## config.mk

```make
export PLATFORM = sky130hd
export DESIGN_NAME = sonar_range_extractor
export DESIGN_NICKNAME = d
export VERILOG_FILES = /design/src/hw/rtl/sre_pkg.sv /design/src/hw/rtl/sre_cell.sv /design/src/hw/rtl/sre_div.sv /design/src/hw/rtl/sonar_range_extractor.sv
export SDC_FILE = /design/constraint.sdc
export NUM_CORES = 2
export LEC_CHECK = 0
export ABC_CLOCK_PERIOD_IN_PS = 10600
export BUFFER_PORTS_ARGS = -buffer_cell sky130_fd_sc_hd__buf_2
export CELL_PAD_IN_SITES_DETAIL_PLACEMENT = 1
export CELL_PAD_IN_SITES_GLOBAL_PLACEMENT = 2
export CORE_MARGIN = 4
export CORE_UTILIZATION = 40
export CTS_BUF_LIST = sky130_fd_sc_hd__clkbuf_4 sky130_fd_sc_hd__clkbuf_8
export CTS_CLUSTER_SIZE = 40
export DETAILED_ROUTE_END_ITERATION = 6
export HOLD_SLACK_MARGIN = 0.12
export PLACE_DENSITY_LB_ADDON = 0.1
export SYNTH_ARGS = -nofsm -noshare
export SYNTH_HDL_FRONTEND = slang
export SYNTH_HIERARCHICAL = 1
export SYNTH_SLANG_ARGS = --single-unit
```

## constraint.sdc

```tcl
create_clock -name clk -period 10.6 [get_ports clk]
set_clock_uncertainty 0.2 [all_clocks]
set_input_delay 0.53 -clock clk [delete_from_list [all_inputs] [get_ports clk]]
set_output_delay 0.53 -clock clk [all_outputs]
set_load 0.02 [all_outputs]
```

## src/hw/rtl/sre_pkg.sv

```systemverilog
// Shared types and constants for the sonar range extractor.
// No dependencies; every other file in hw/rtl imports this package.
`default_nettype none

package sre_pkg;

  // Register and field widths
  localparam int BC_W   = 11;
  localparam int RS_W   = 8;
  localparam int MR_W   = 8;
  localparam int WL_W   = 7;
  localparam int TH_W   = 8;
  localparam int SMP_W  = 8;
  localparam int RNG_W  = 16;
  localparam int PEAK_W = 10;
  localparam int LVL_W  = 8;
  localparam int CFG_W  = 11;
  localparam int IDX_W  = 3;

  // min_range * bin_count / range_span keeps full precision
  localparam int SKIP_W = MR_W + BC_W;

  // Register indexes
  localparam logic [IDX_W-1:0] REG_BIN_COUNT     = 3'd0;
  localparam logic [IDX_W-1:0] REG_RANGE_SPAN    = 3'd1;
  localparam logic [IDX_W-1:0] REG_MIN_RANGE     = 3'd2;
  localparam logic [IDX_W-1:0] REG_WINDOW_LENGTH = 3'd3;
  localparam logic [IDX_W-1:0] REG_THRESHOLD     = 3'd4;

  // Register reset values
  localparam logic [BC_W-1:0] BIN_COUNT_RST     = 11'd600;
  localparam logic [RS_W-1:0] RANGE_SPAN_RST    = 8'd70;
  localparam logic [MR_W-1:0] MIN_RANGE_RST     = 8'd10;
  localparam logic [WL_W-1:0] WINDOW_LENGTH_RST = 7'd20;
  localparam logic [TH_W-1:0] THRESHOLD_RST     = 8'd0;

  typedef enum logic [2:0] {
    ST_RUN,
    ST_SKIP,
    ST_RANGE_START,
    ST_RANGE,
    ST_COUNT
  } state_t;

  typedef struct packed {
    logic shift;
    logic clear;
  } cell_ctrl_t;

endpackage

`default_nettype wire

```

## src/hw/rtl/sre_cell.sv

```systemverilog
// One cell of the history chain: holds a word and takes its neighbour's on shift.
// Depends on sre_pkg for the cell control struct.
`default_nettype none

module sre_cell #(
  parameter int DATA_W = 1
) (
  input  logic                clk,
  input  logic                rst,
  input  sre_pkg::cell_ctrl_t ctrl,
  input  logic [DATA_W-1:0]   d_in,
  output logic [DATA_W-1:0]   q
);
  import sre_pkg::*;

  // clear wins over shift: the last bin of a scan wipes the chain instead of shifting in
  always_ff @(posedge clk) begin
    if (rst) begin
      q <= '0;
    end else if (ctrl.clear) begin
      q <= '0;
    end else if (ctrl.shift) begin
      q <= d_in;
    end
  end

endmodule

`default_nettype wire

```

## src/hw/rtl/sre_div.sv

```systemverilog
// Restoring divider, one quotient bit per cycle, shared by the skip and range terms.
// Depends on sre_pkg.
`default_nettype none

module sre_div #(
  parameter int NUM_W = 26,
  parameter int DEN_W = 11
) (
  input  logic             clk,
  input  logic             rst,
  input  logic             start,
  input  logic [NUM_W-1:0] dividend,
  input  logic [DEN_W-1:0] divisor,
  output logic             busy,
  output logic [NUM_W-1:0] quotient
);
  import sre_pkg::*;

  localparam int CNT_W = $clog2(NUM_W + 1);

  logic [NUM_W-1:0] quo;
  logic [DEN_W-1:0] rem;
  logic [DEN_W-1:0] den;
  logic [CNT_W-1:0] cnt;
  logic [DEN_W:0]   trial;
  logic [DEN_W:0]   diff;
  logic             ge;

  always_comb begin
    trial = {rem, quo[NUM_W-1]};
    diff  = trial - {1'b0, den};
    ge    = (trial >= {1'b0, den});
  end

  always_ff @(posedge clk) begin
    if (rst) begin
      busy <= 1'b0;
      cnt  <= '0;
    end else if (start) begin
      busy <= 1'b1;
      cnt  <= CNT_W'(NUM_W);
    end else if (busy) begin
      cnt <= cnt - CNT_W'(1);
      if (cnt == CNT_W'(1)) begin
        busy <= 1'b0;
      end
    end
  end

  always_ff @(posedge clk) begin
    if (start) begin
      quo <= dividend;
      rem <= '0;
      den <= divisor;
    end else if (busy) begin
      quo <= {quo[NUM_W-2:0], ge};
      rem <= ge ? diff[DEN_W-1:0] : trial[DEN_W-1:0];
    end
  end

  assign quotient = quo;

endmodule

`default_nettype wire

```

## src/hw/rtl/sonar_range_extractor.sv

```systemverilog
// Top level of the sonar range extractor: config registers, sequencer, cell chains.
// Depends on sre_pkg, sre_cell and sre_div.
//
//   channel   signals                               request
//   config    cfg_we, cfg_index, cfg_data           one register write per cycle
//   sample    sample_valid/ready, sample_value      one intensity bin
//   result    result_valid/ready, range_q8_8,       one peak per scan
//             peak_bin, peak_level
//
// Bins stream in while sample_ready is high. The first bin of a scan is followed by a stall
// while the shared divider works out the skipped bins; after the last bin the divider
// computes the range and sample_ready stays low until it is done and any earlier result is
// taken (the divider is NUM_W wide: the larger of clog2(BIN_MAX) + 16 and SKIP_W, 26 at the
// defaults). A window_length write makes the history recount before the next bin. Reset is
// synchronous; a result held by result_ready low stalls only the end of the following scan.
`default_nettype none

module sonar_range_extractor #(
  parameter int BIN_MAX    = 1024,
  parameter int WINDOW_MAX = 64
) (
  input  logic                        clk,
  input  logic                        rst,
  input  logic                        cfg_we,
  input  logic [sre_pkg::IDX_W-1:0]   cfg_index,
  input  logic [sre_pkg::CFG_W-1:0]   cfg_data,
  input  logic                        sample_valid,
  output logic                        sample_ready,
  input  logic [sre_pkg::SMP_W-1:0]   sample_value,
  output logic                        result_valid,
  input  logic                        result_ready,
  output logic [sre_pkg::RNG_W-1:0]   range_q8_8,
  output logic [sre_pkg::PEAK_W-1:0]  peak_bin,
  output logic [sre_pkg::LVL_W-1:0]   peak_level
);
  import sre_pkg::*;

  localparam int POS_W       = $clog2(BIN_MAX);
  localparam int DELAY_DEPTH = WINDOW_MAX - WINDOW_MAX / 2;
  localparam int WC_W        = $clog2(WINDOW_MAX + 1);
  localparam int WI_W        = $clog2(WINDOW_MAX);
  localparam int DI_W        = $clog2(DELAY_DEPTH);
  localparam int CMP_W       = ((POS_W > SKIP_W) ? POS_W : SKIP_W) + 1;
  localparam int RNUM_W      = POS_W + RS_W + 8;
  localparam int NUM_W       = (RNUM_W > SKIP_W) ? RNUM_W : SKIP_W;

  // Configuration registers
  logic [BC_W-1:0] bin_count;
  logic [RS_W-1:0] range_span;
  logic [MR_W-1:0] min_range;
  logic [WL_W-1:0] window_length;
  logic [TH_W-1:0] threshold;

  // Scan state
  state_t            state;
  state_t            state_next;
  logic [POS_W-1:0]  pos;
  logic [WC_W-1:0]   viw;
  logic [LVL_W-1:0]  best_level;
  logic [POS_W-1:0]  best_bin;
  logic [SKIP_W-1:0] skip;
  logic              recount_pend;
  logic [WI_W-1:0]   cnt_idx;
  logic [POS_W-1:0]  res_bin;
  logic [LVL_W-1:0]  res_level;

  // Effective settings
  logic [BC_W-1:0]  bc;
  logic [RS_W-1:0]  rs;
  logic [WC_W-1:0]  wc;
  logic [WC_W-1:0]  half;
  logic [WC_W-1:0]  dly;

  // Chains
  cell_ctrl_t       cell_ctrl;
  logic [WINDOW_MAX-1:0] vh_q;
  logic [WINDOW_MAX-1:0] vh_d;
  logic [SMP_W-1:0] sd_q [DELAY_DEPTH];
  logic [SMP_W-1:0] sd_d [DELAY_DEPTH];

  // Step datapath
  logic              accept;
  logic              vnew;
  logic [WI_W-1:0]   rd_idx;
  logic              dropped;
  logic [WC_W-1:0]   viw_next;
  logic [SMP_W-1:0]  level_src;
  logic [LVL_W-1:0]  level;
  logic [CMP_W-1:0]  p1;
  logic [CMP_W-1:0]  start_x;
  logic [CMP_W-1:0]  bin_x;
  logic              judged;
  logic              upd;
  logic              last;
  logic [LVL_W-1:0]  best_level_next;
  logic [POS_W-1:0]  best_bin_next;

  // Divider
  logic              div_start;
  logic [NUM_W-1:0]  div_num;
  logic [BC_W-1:0]   div_den;
  logic              div_busy;
  logic [NUM_W-1:0]  div_quo;
  logic [RNUM_W-1:0] range_num;
  logic [SKIP_W-1:0] skip_num;

  always_comb begin
    if (bin_count == '0) begin
      bc = BC_W'(1);
    end else if (32'(bin_count) > BIN_MAX) begin
      bc = BC_W'(BIN_MAX);
    end else begin
      bc = bin_count;
    end
    rs = (range_span == '0) ? RS_W'(1) : range_span;
    if (32'(window_length) < 2) begin
      wc = WC_W'(2);
    end else if (32'(window_length) > WINDOW_MAX) begin
      wc = WC_W'(WINDOW_MAX);
    end else begin
      wc = WC_W'(window_length);
    end
    half = wc >> 1;
    dly  = wc - WC_W'(1) - half;
  end

  // History chains
  assign vnew = (sample_value > threshold);
  assign vh_d = {vh_q[WINDOW_MAX-2:0], vnew};

  for (genvar k = 0; k < WINDOW_MAX; k++) begin : g_valid
    sre_cell #(.DATA_W(1)) u_cell (
      .clk  (clk),
      .rst  (rst),
      .ctrl (cell_ctrl),
      .d_in (vh_d[k]),
      .q    (vh_q[k])
    );
  end

  for (genvar k = 0; k < DELAY_DEPTH; k++) begin : g_sample
    if (k == 0) begin : g_head
      assign sd_d[k] = sample_value;
    end else begin : g_body
      assign sd_d[k] = sd_q[k-1];
    end
    sre_cell #(.DATA_W(SMP_W)) u_cell (
      .clk  (clk),
      .rst  (rst),
      .ctrl (cell_ctrl),
      .d_in (sd_d[k]),
      .q    (sd_q[k])
    );
  end

  // Judge the bin half a window back
  always_comb begin
    accept   = sample_valid && sample_ready;
    rd_idx   = (state == ST_COUNT) ? cnt_idx : WI_W'(wc - WC_W'(1));
    dropped  = vh_q[rd_idx];
    viw_next = viw + WC_W'(vnew) - WC_W'(dropped);

    level_src = (dly == '0) ? sample_value : sd_q[DI_W'(dly - WC_W'(1))];
    level     = (viw_next > half) ? level_src : '0;

    p1      = CMP_W'(pos) + CMP_W'(1);
    start_x = p1 - CMP_W'(wc);
    bin_x   = start_x + CMP_W'(half);
    judged  = (p1 >= CMP_W'(wc)) && (start_x >= CMP_W'(skip))
              && ((bin_x + CMP_W'(half)) < CMP_W'(bc));
    upd     = judged && (level >= best_level);
    last    = (p1 >= CMP_W'(bc));

    best_level_next = upd ? level : best_level;
    best_bin_next   = upd ? POS_W'(bin_x) : best_bin;
  end

  // Divider operands
  always_comb begin
    range_num = (RNUM_W'(res_bin) * RNUM_W'(rs)) << 8;
    skip_num  = SKIP_W'(min_range) * SKIP_W'(bc);
    div_start = (accept && (pos == '0) && !last) || (state == ST_RANGE_START);
    if (state == ST_RANGE_START) begin
      div_num = NUM_W'(range_num);
      div_den = bc;
    end else begin
      div_num = NUM_W'(skip_num);
      div_den = BC_W'(rs);
    end
  end

  sre_div #(.NUM_W(NUM_W), .DEN_W(BC_W)) u_div (
    .clk      (clk),
    .rst      (rst),
    .start    (div_start),
    .dividend (div_num),
    .divisor  (div_den),
    .busy     (div_busy),
    .quotient (div_quo)
  );

  // Next state
  always_comb begin
    state_next = state;
    case (state)
      ST_RUN: begin
        if (recount_pend) begin
          state_next = ST_COUNT;
        end else if (accept && last) begin
          state_next = ST_RANGE_START;
        end else if (accept && (pos == '0)) begin
          state_next = ST_SKIP;
        end
      end
      ST_SKIP: begin
        if (!div_busy) begin
          state_next = ST_RUN;
        end
      end
      ST_RANGE_START: begin
        state_next = ST_RANGE;
      end
      ST_RANGE: begin
        if (!div_busy && (!result_valid || result_ready)) begin
          state_next = ST_RUN;
        end
      end
      ST_COUNT: begin
        if (cnt_idx >= WI_W'(wc - WC_W'(1))) begin
          state_next = ST_RUN;
        end
      end
      default: begin
        state_next = ST_RUN;
      end
    endcase
  end

  // Outputs of the sequencer
  always_comb begin
    sample_ready    = (state == ST_RUN) && !recount_pend;
    cell_ctrl.shift = accept;
    cell_ctrl.clear = accept && last;
  end

  always_ff @(posedge clk) begin
    if (rst) begin
      state         <= ST_RUN;
      bin_count     <= BIN_COUNT_RST;
      range_span    <= RANGE_SPAN_RST;
      min_range     <= MIN_RANGE_RST;
      window_length <= WINDOW_LENGTH_RST;
      threshold     <= THRESHOLD_RST;
      pos           <= '0;
      viw           <= '0;
      best_level    <= '0;
      best_bin      <= '0;
      skip          <= '0;
      recount_pend  <= 1'b0;
      cnt_idx       <= '0;
      result_valid  <= 1'b0;
    end else begin
      state <= state_next;

      if (cfg_we) begin
        case (cfg_index)
          REG_BIN_COUNT:     bin_count     <= cfg_data[BC_W-1:0];
          REG_RANGE_SPAN:    range_span    <= cfg_data[RS_W-1:0];
          REG_MIN_RANGE:     min_range     <= cfg_data[MR_W-1:0];
          REG_WINDOW_LENGTH: window_length <= cfg_data[WL_W-1:0];
          REG_THRESHOLD:     threshold     <= cfg_data[TH_W-1:0];
          default: ;
        endcase
      end

      // a new window length invalidates the running count
      if (cfg_we && (cfg_index == REG_WINDOW_LENGTH)) begin
        recount_pend <= 1'b1;
      end else if ((state == ST_RUN) && (state_next == ST_COUNT)) begin
        recount_pend <= 1'b0;
      end

      if (accept) begin
        if (last) begin
          pos        <= '0;
          viw        <= '0;
          best_level <= '0;
          best_bin   <= '0;
          skip       <= '0;
        end else begin
          pos        <= pos + POS_W'(1);
          viw        <= viw_next;
          best_level <= best_level_next;
          best_bin   <= best_bin_next;
        end
      end else if ((state == ST_RUN) && (state_next == ST_COUNT)) begin
        viw     <= '0;
        cnt_idx <= '0;
      end else if (state == ST_COUNT) begin
        viw     <= viw + WC_W'(dropped);
        cnt_idx <= cnt_idx + WI_W'(1);
      end else if ((state == ST_SKIP) && !div_busy) begin
        skip <= div_quo[SKIP_W-1:0];
      end

      if ((state == ST_RANGE) && (state_next == ST_RUN)) begin
        result_valid <= 1'b1;
      end else if (result_ready) begin
        result_valid <= 1'b0;
      end
    end
  end

  // Hold the peak of the finished scan and the result payload
  always_ff @(posedge clk) begin
    if (accept && last) begin
      res_bin   <= best_bin_next;
      res_level <= best_level_next;
    end
    if ((state == ST_RANGE) && (state_next == ST_RUN)) begin
      range_q8_8 <= div_quo[RNG_W-1:0];
      peak_bin   <= PEAK_W'(res_bin);
      peak_level <= res_level;
    end
  end

endmodule

`default_nettype wire

```

# ---- Word level (Yosys, flattened, before mapping)
# Index checks and enable logic that the tools add are counted.
dict set report totals {
  inputBits 27
  output_inout_bits 36
  wordCells 258
  ff_bits 533
}
dict set report classes {
  addsub 14
  magnitude_cmp 14
  eq_ne 13
  reduce_logical 41
  n_mul 2
  n_bitwise 2
  n_mux 50
}
# operator count
set ops {}
lappend ops {{19-bit 2-to-1 mux} 5}
lappend ops {{26-bit 2-to-1 mux} 3}
lappend ops {{8-bit 2-to-1 mux} 8}
lappend ops {{7-bit 2-to-1 mux} 6}
lappend ops {{8-bit binary-select mux with 5-bit select} 1}
lappend ops {{11-bit 2-to-1 mux} 3}
lappend ops {{10-bit 2-to-1 mux} 3}
lappend ops {{20-bit by 19-bit greater-or-equal comparator with 1-bit output} 1}
lappend ops {{20-bit by 11-bit < comparator with 1-bit output} 1}
lappend ops {{8-bit by 11-bit multiplier with 19-bit output} 1}
lappend ops {{10-bit by 8-bit multiplier with 18-bit output} 1}
lappend ops {{3-bit 2-to-1 mux} 6}
lappend ops {{6-bit 2-to-1 mux} 3}
lappend ops {{3-bit case mux with 5 select lines} 1}
lappend ops {{13-bit by 7-bit adder with 14-bit output} 1}
lappend ops {{7-bit by 1-bit adder with 7-bit output} 2}
lappend ops {{12-bit by 7-bit adder with 13-bit output} 1}
lappend ops {{1-bit logical AND} 13}
lappend ops {{3-bit by 2-bit == test with 1-bit output, second input constant} 4}
lappend ops {{12-bit by 11-bit greater-or-equal comparator with 1-bit output} 1}
lappend ops {{2-bit AND reduction} 6}
lappend ops {{11-bit by 7-bit subtractor with 12-bit output} 1}
lappend ops {{10-bit by 1-bit adder with 11-bit output, second input constant} 1}
lappend ops {{11-bit greater-or-equal comparator} 1}
lappend ops {{38 further kinds} 62}

# ---- Longest topological paths before layout
dict set report depth {
  word_depth 16
  mapped_depth 41
}

# ---- Cells and area by module
# Netlist, hierarchy kept.
# module area_per_inst_um2 cells_each instances
set modules_own_cells {}
lappend modules_own_cells {sonar_range_extractor 17914.7 1941 1}
lappend modules_own_cells {{sre_cell (g_sample[0].u_cell ...)} 295.3 27 32}
lappend modules_own_cells {sre_div 2886.5 253 1}
lappend modules_own_cells {{sre_cell (g_valid[0].u_cell ...)} 40.0 3 64}

# ---- Worst setup path before layout
# OpenSTA, ideal clock, no wires.
dict set report synth_timing {
  kind {reg-to-reg}
  start {reg window_length[3]}
  end {reg res_bin[6], data pin}
  setup_time_ns 0.262
  setup_slack_ns 2.493
  arrival_time_ns 7.645
  stages_incl_launch_ff 41
  required_ns 10.138
  cell_sequence {dfxtp_1 -> nor4_2 -> o21ai_0 -> ha_1 -> buf_2 -> buf_2 -> buf_2 -> a21oi_1 -> buf_2 -> mux2i_1 -> mux2i_1 -> mux2i_1 -> mux2i_1 -> mux2i_1 -> mux2i_1 -> ha_1 -> inv_1 -> ha_1 -> [... 5 more ...] -> a21o_1 -> a21oi_1 -> o21ai_0 -> o21ai_0 -> nand2_1 -> o221a_2 -> nand3_1 -> ha_1 -> nand2b_1 -> a21o_1 -> a21oi_1 -> o21ai_0 -> a31oi_1 -> nor4b_1 -> o21a_1 -> buf_4 -> buf_6 -> mux2_1}
}
dict set report synth_between {
  elab_chain_cells 15
  elab_cells_between_ends 30
  cone_classes {add/sub: 7; order compare: 7; mux: 11; bitwise: 1; reduce/logical: 4}
}
# element line
set synth_rtl {}
lappend synth_rtl {{start, declared} sonar_range_extractor.sv:51} ;# logic [WL_W-1:0] window_length;
lappend synth_rtl {{start signal, assigned} sonar_range_extractor.sv:270} ;# REG_WINDOW_LENGTH: window_length <= cfg_data[WL_W-1:0];
lappend synth_rtl {{7-bit > comparator} sonar_range_extractor.sv:118} ;# end else if (32'(window_length) > WINDOW_MAX) begin
lappend synth_rtl {{7-bit 2-to-1 mux} sonar_range_extractor.sv:118}
lappend synth_rtl {{7-bit 2-to-1 mux *} sonar_range_extractor.sv:116} ;# if (32'(window_length) < 2) begin
lappend synth_rtl {{7-bit by 1-bit subtractor with 7-bit output} sonar_range_extractor.sv:159} ;# rd_idx = (state == ST_COUNT) ? cnt_idx : WI_W'(wc - WC_W'(1));
lappend synth_rtl {{7-bit by 6-bit subtractor with 7-bit output} sonar_range_extractor.sv:124} ;# dly = wc - WC_W'(1) - half;
lappend synth_rtl {{5-bit by 1-bit subtractor with 5-bit output} sonar_range_extractor.sv:163} ;# level_src = (dly == '0) ? sample_value : sd_q[DI_W'(dly - WC_W'(1))];
lappend synth_rtl {{5-bit NOT with 6-bit output (not written as such)} sonar_range_extractor.sv:163}
lappend synth_rtl {{8-bit binary-select mux with 5-bit select} sonar_range_extractor.sv:163}
lappend synth_rtl {{8-bit 2-to-1 mux (not written as such) (2 in a row)} sonar_range_extractor.sv:163}
lappend synth_rtl {{8-bit 2-to-1 mux} sonar_range_extractor.sv:163}
lappend synth_rtl {{8-bit 2-to-1 mux} sonar_range_extractor.sv:164} ;# level = (viw_next > half) ? level_src : '0;
lappend synth_rtl {{8-bit greater-or-equal comparator} sonar_range_extractor.sv:171} ;# upd = judged && (level >= best_level);
lappend synth_rtl {{1-bit logical AND} sonar_range_extractor.sv:171}
lappend synth_rtl {{10-bit 2-to-1 mux *} sonar_range_extractor.sv:175} ;# best_bin_next = upd ? POS_W'(bin_x) : best_bin;
lappend synth_rtl {{net best_bin_next[6]} sonar_range_extractor.sv:96} ;# logic [POS_W-1:0] best_bin_next;
lappend synth_rtl {{end signal, assigned} sonar_range_extractor.sv:317} ;# res_bin <= best_bin_next;
lappend synth_rtl {{end, declared} sonar_range_extractor.sv:64} ;# logic [POS_W-1:0] res_bin;
# Mark *: on every way through the listed nets, which the timed path passes. The rest lies on a longest branch. The select of a mux whose other input is x is not followed.
# A chain may end at the register's enable or synchronous reset.

# ---- Worst setup path in the final report
dict set report layout_timing {
  start {reg window_length[3]}
  end {reg res_bin[2], data pin}
}
# Same word-level chain as after synthesis.

==> run metrics <==
Hold Startpoint cfg_index[2]; CTS sink cnt ~530; Clock transition at path regs about 0.070 ns; Layout Cells excl Fill 4430; Post-CTS Hold Fix Bufs 20; endpoints failing hold 0; Setup Buffers After CTS 0; multi-input logic area approximately 0.019 mm^2; syn avg cell area a little over 10 um^2; Area contributors post-synth dfxtp_1, mux2i_1, edfxtp_1; die area 0.0867 mm^2; CTS max path bufs 3; CP max stage cell o21ai_0; leakage roughly 0.015 uW; type of origin of the critical path register; GRT Util Overall 0.219; Max Slew Vio Count 0; vias in the first global route roughly 26000; Post-Synth Adder-Cell Area 0.143; Period minus WS final slightly above 9 ns; Resized Gates After CTS 0; placed cells about 4200; DRC 0; TritonCTS clock tree yes; syn nets between 3000 and 4000; Worst slew margin 0.271; CP arrival 9.42 ns; CP Capture Type register; row cnt 104; via count about 24000; htree depth 3; Sequential Power Share 0.395; Setup Viol. Count Final 0; die height between 200 and 300 um; Worst Hold Class input port to register; first-pass GRT wire length between 100 and 150 mm; max-cap violations 0; largest family of logic cells by synthesized area multiplexers; post-detail-place hpwl 68.8 mm; Yosys top cell by area dfxtp_1; TNS Setup 0 ns; Cell Area, Synth 0.0328 mm^2; Yosys warning count 6; Worst-Skew Late Latency 0.73 ns; Initial DRC Count roughly 1100; most frequent cells in the layout dfxtp_1, mux2i_1, nor2_1; Die Wd slightly below 300 um; DRT antenna net count 0; antenna violations before repair 3; nets roughly 3600; CP required 10.84 ns; VDD IR max 0.0898 mV; Crit path largest cell delay ~0.65 ns; total CTS buffers about 100; layout cells sized above 1 0.140; Tcrit/Tclk final 0.866; buffers added on ports just over 60; EDFF count, synth between 80 and 90; register area about 0.012 mm^2; crit path launch window_length[3]; Starting Density 0.405; I/O pin total 63; wire length per cell between 20 and 25 um; Worst Path Max Fanout 22; Clk pwr share 0.381; Core Region roughly 0.081 mm^2; DR pass1 iterations 5; Net Sw Frac 0.308; Synth top area share 0.271; Final Power about 5600 uW; f_max 109 MHz; Synth Area in Compound Gates 0.0774; mux share of post-synthesis cell area 0.191; RePlAce Congestion around 0.83; commonest non-fill, non-tap cell in the layout dfxtp_1; Detailed Route WL 94.7 mm; RSZ-0062 raised after global routing no; via density per instance ~5.4; pwr/cell area about 160 mW/mm^2; net switching power 1730 uW; Worst Tran Pin Value between 1 and 1.5 ns; register area share after synthesis 0.352; ys flop type dfxtp_1; CTS root buf clkbuf_8; Synth Area in Simple Gates 0.157; synth unique cells 94; P_int 3890 uW; combinational share of power 0.224; Crit Path Class register to register; Area Growth Syn to Fin 9.73%; Synth Instances 3250; pin count of the biggest net entering global routing around 130; Async S/R FF share, synth 0; reg2reg start window_length[3]; gr ovfl total 0; Fillers 9023; run status complete, no violations; flops & latches, synth ~530; XOR/XNOR Fraction of Synth Area 0.0220
[Yosys cell counts (9+ instances only)]
| library cell | instances |
|---|---|
| and2_1 | 83 |
| nor3_1 | 26 |
| o21ai_0 | 60 |
| dfxtp_1 | 444 |
| ha_1 | 201 |
| a32o_1 | 15 |
| xor2_1 | 31 |
| o21a_1 | 15 |
| edfxtp_1 | 89 |
| mux2i_1 | 411 |
| nand2_1 | 238 |
| a21oi_1 | 138 |
| nand3b_1 | 14 |
| xnor2_1 | 44 |
| nor3_2 | 65 |
| a211oi_1 | 18 |
| fa_1 | 108 |
| buf_2 | 16 |
| nand3_1 | 59 |
| nor2b_1 | 40 |
| and3_1 | 13 |
| nand2b_1 | 17 |
| clkbuf_1 | 72 |
| or2_1 | 32 |
| inv_1 | 214 |
| nand4_1 | 9 |
| mux4_2 | 72 |
| buf_6 | 40 |
| mux2_1 | 16 |
| or3_1 | 12 |
| nor2_1 | 382 |
| mux2_2 | 30 |
| o21ai_1 | 9 |
| a31oi_1 | 11 |
| a21o_1 | 31 |
| buf_4 | 35 |
[metrics by stage]
stage	utilization	hold slack [ns]	instance area (um^2)	worst slack, ns
after global routing	0.445	0.191	36000	0.636
after CTS	0.445	0.148	36000	1.26
after global placement	0.416	0.211	33700	1.92
after floorplan	-	0.200	32800	2.49
final	0.445	0.225	36000	1.42
after detailed placement	0.416	0.215	33700	1.36
[cell families (layout without fill, tap and decap cells)]
kind of cell | Yosys count | in the layout
compound gates | 385 | 385
xor+xnor | 78 | 78
fa+ha+maj | 310 | 310
buf+inv | 381 | 499
flops | 533 | 533
mux | 529 | 529
other cells | 0 | 2
simple gates | 1034 | 1034
[state kept, by name (all words and copies together) (netlist names), 7 cells and up]
name	flops
pos	10
u_div/quotient	26
u_div/rem	11
bin_count	11
res_level	8
min_range	8
range_q8_8	16
g_valid.u_cell/q	64
best_bin	10
res_bin	10
threshold	8
viw	7
skip	19
best_level	8
peak_bin	10
u_div/den	11
g_sample.u_cell/q	256
range_span	8
window_length	7
peak_level	8
[power by group through the flow]
stage	clock network (uW)	registers, uW	logic [uW]
after floorplan	0	2220	977
after global placement	0	2260	1220
after detailed placement	0	2260	1260
after CTS	2220	2220	1270
after global routing	2320	2230	1400
final	2140	2220	1260
[routing by layer]
layer,part of all wire,global-route usage,up-vias
li1,-,-,11400
met1,0.45,0.280,12000
met2,0.48,0.383,368
met3,0.035,0.0345,147
met4,0.031,0.0672,0
met5,0,0,-
[worst paths after layout]
| kind | endpoint | slack, ns | cells past startpoint |
|---|---|---|---|
| min reg2reg | peak_level[6] | 0.23 | 0 |
| max reg2reg | res_bin[2] | 1.42 | 34 |
| min | threshold[0] | 0.22 | 4 |
| max | res_bin[2] | 1.42 | 34 |
[final cells by class]
type / count / share of cell area
antenna: 2 / 0.000139
multi-input combinational: 2336 / 0.539
clock buffer: 152 / 0.0520
tap: 1060 / 0.0368
inverter: 215 / 0.0227
sequential: 533 / 0.321
clock inverter: 22 / 0.00719
timing repair buffer: 110 / 0.0206
[critical path, delay by kind of cell, from the launching register on]
family / cells / cell delay (ns)
and+or+nand+nor: 4 / 0.99
AOI/OAI and AO/OA: 15 / 3.75
adders and majority gates: 6 / 1.71
xor gates and xnor gates: 2 / 0.34
buffers and inverters: 2 / 0.43
DFF: 1 / 0.42
muxes: 5 / 1.03
Power figures use the tool's default switching activity.
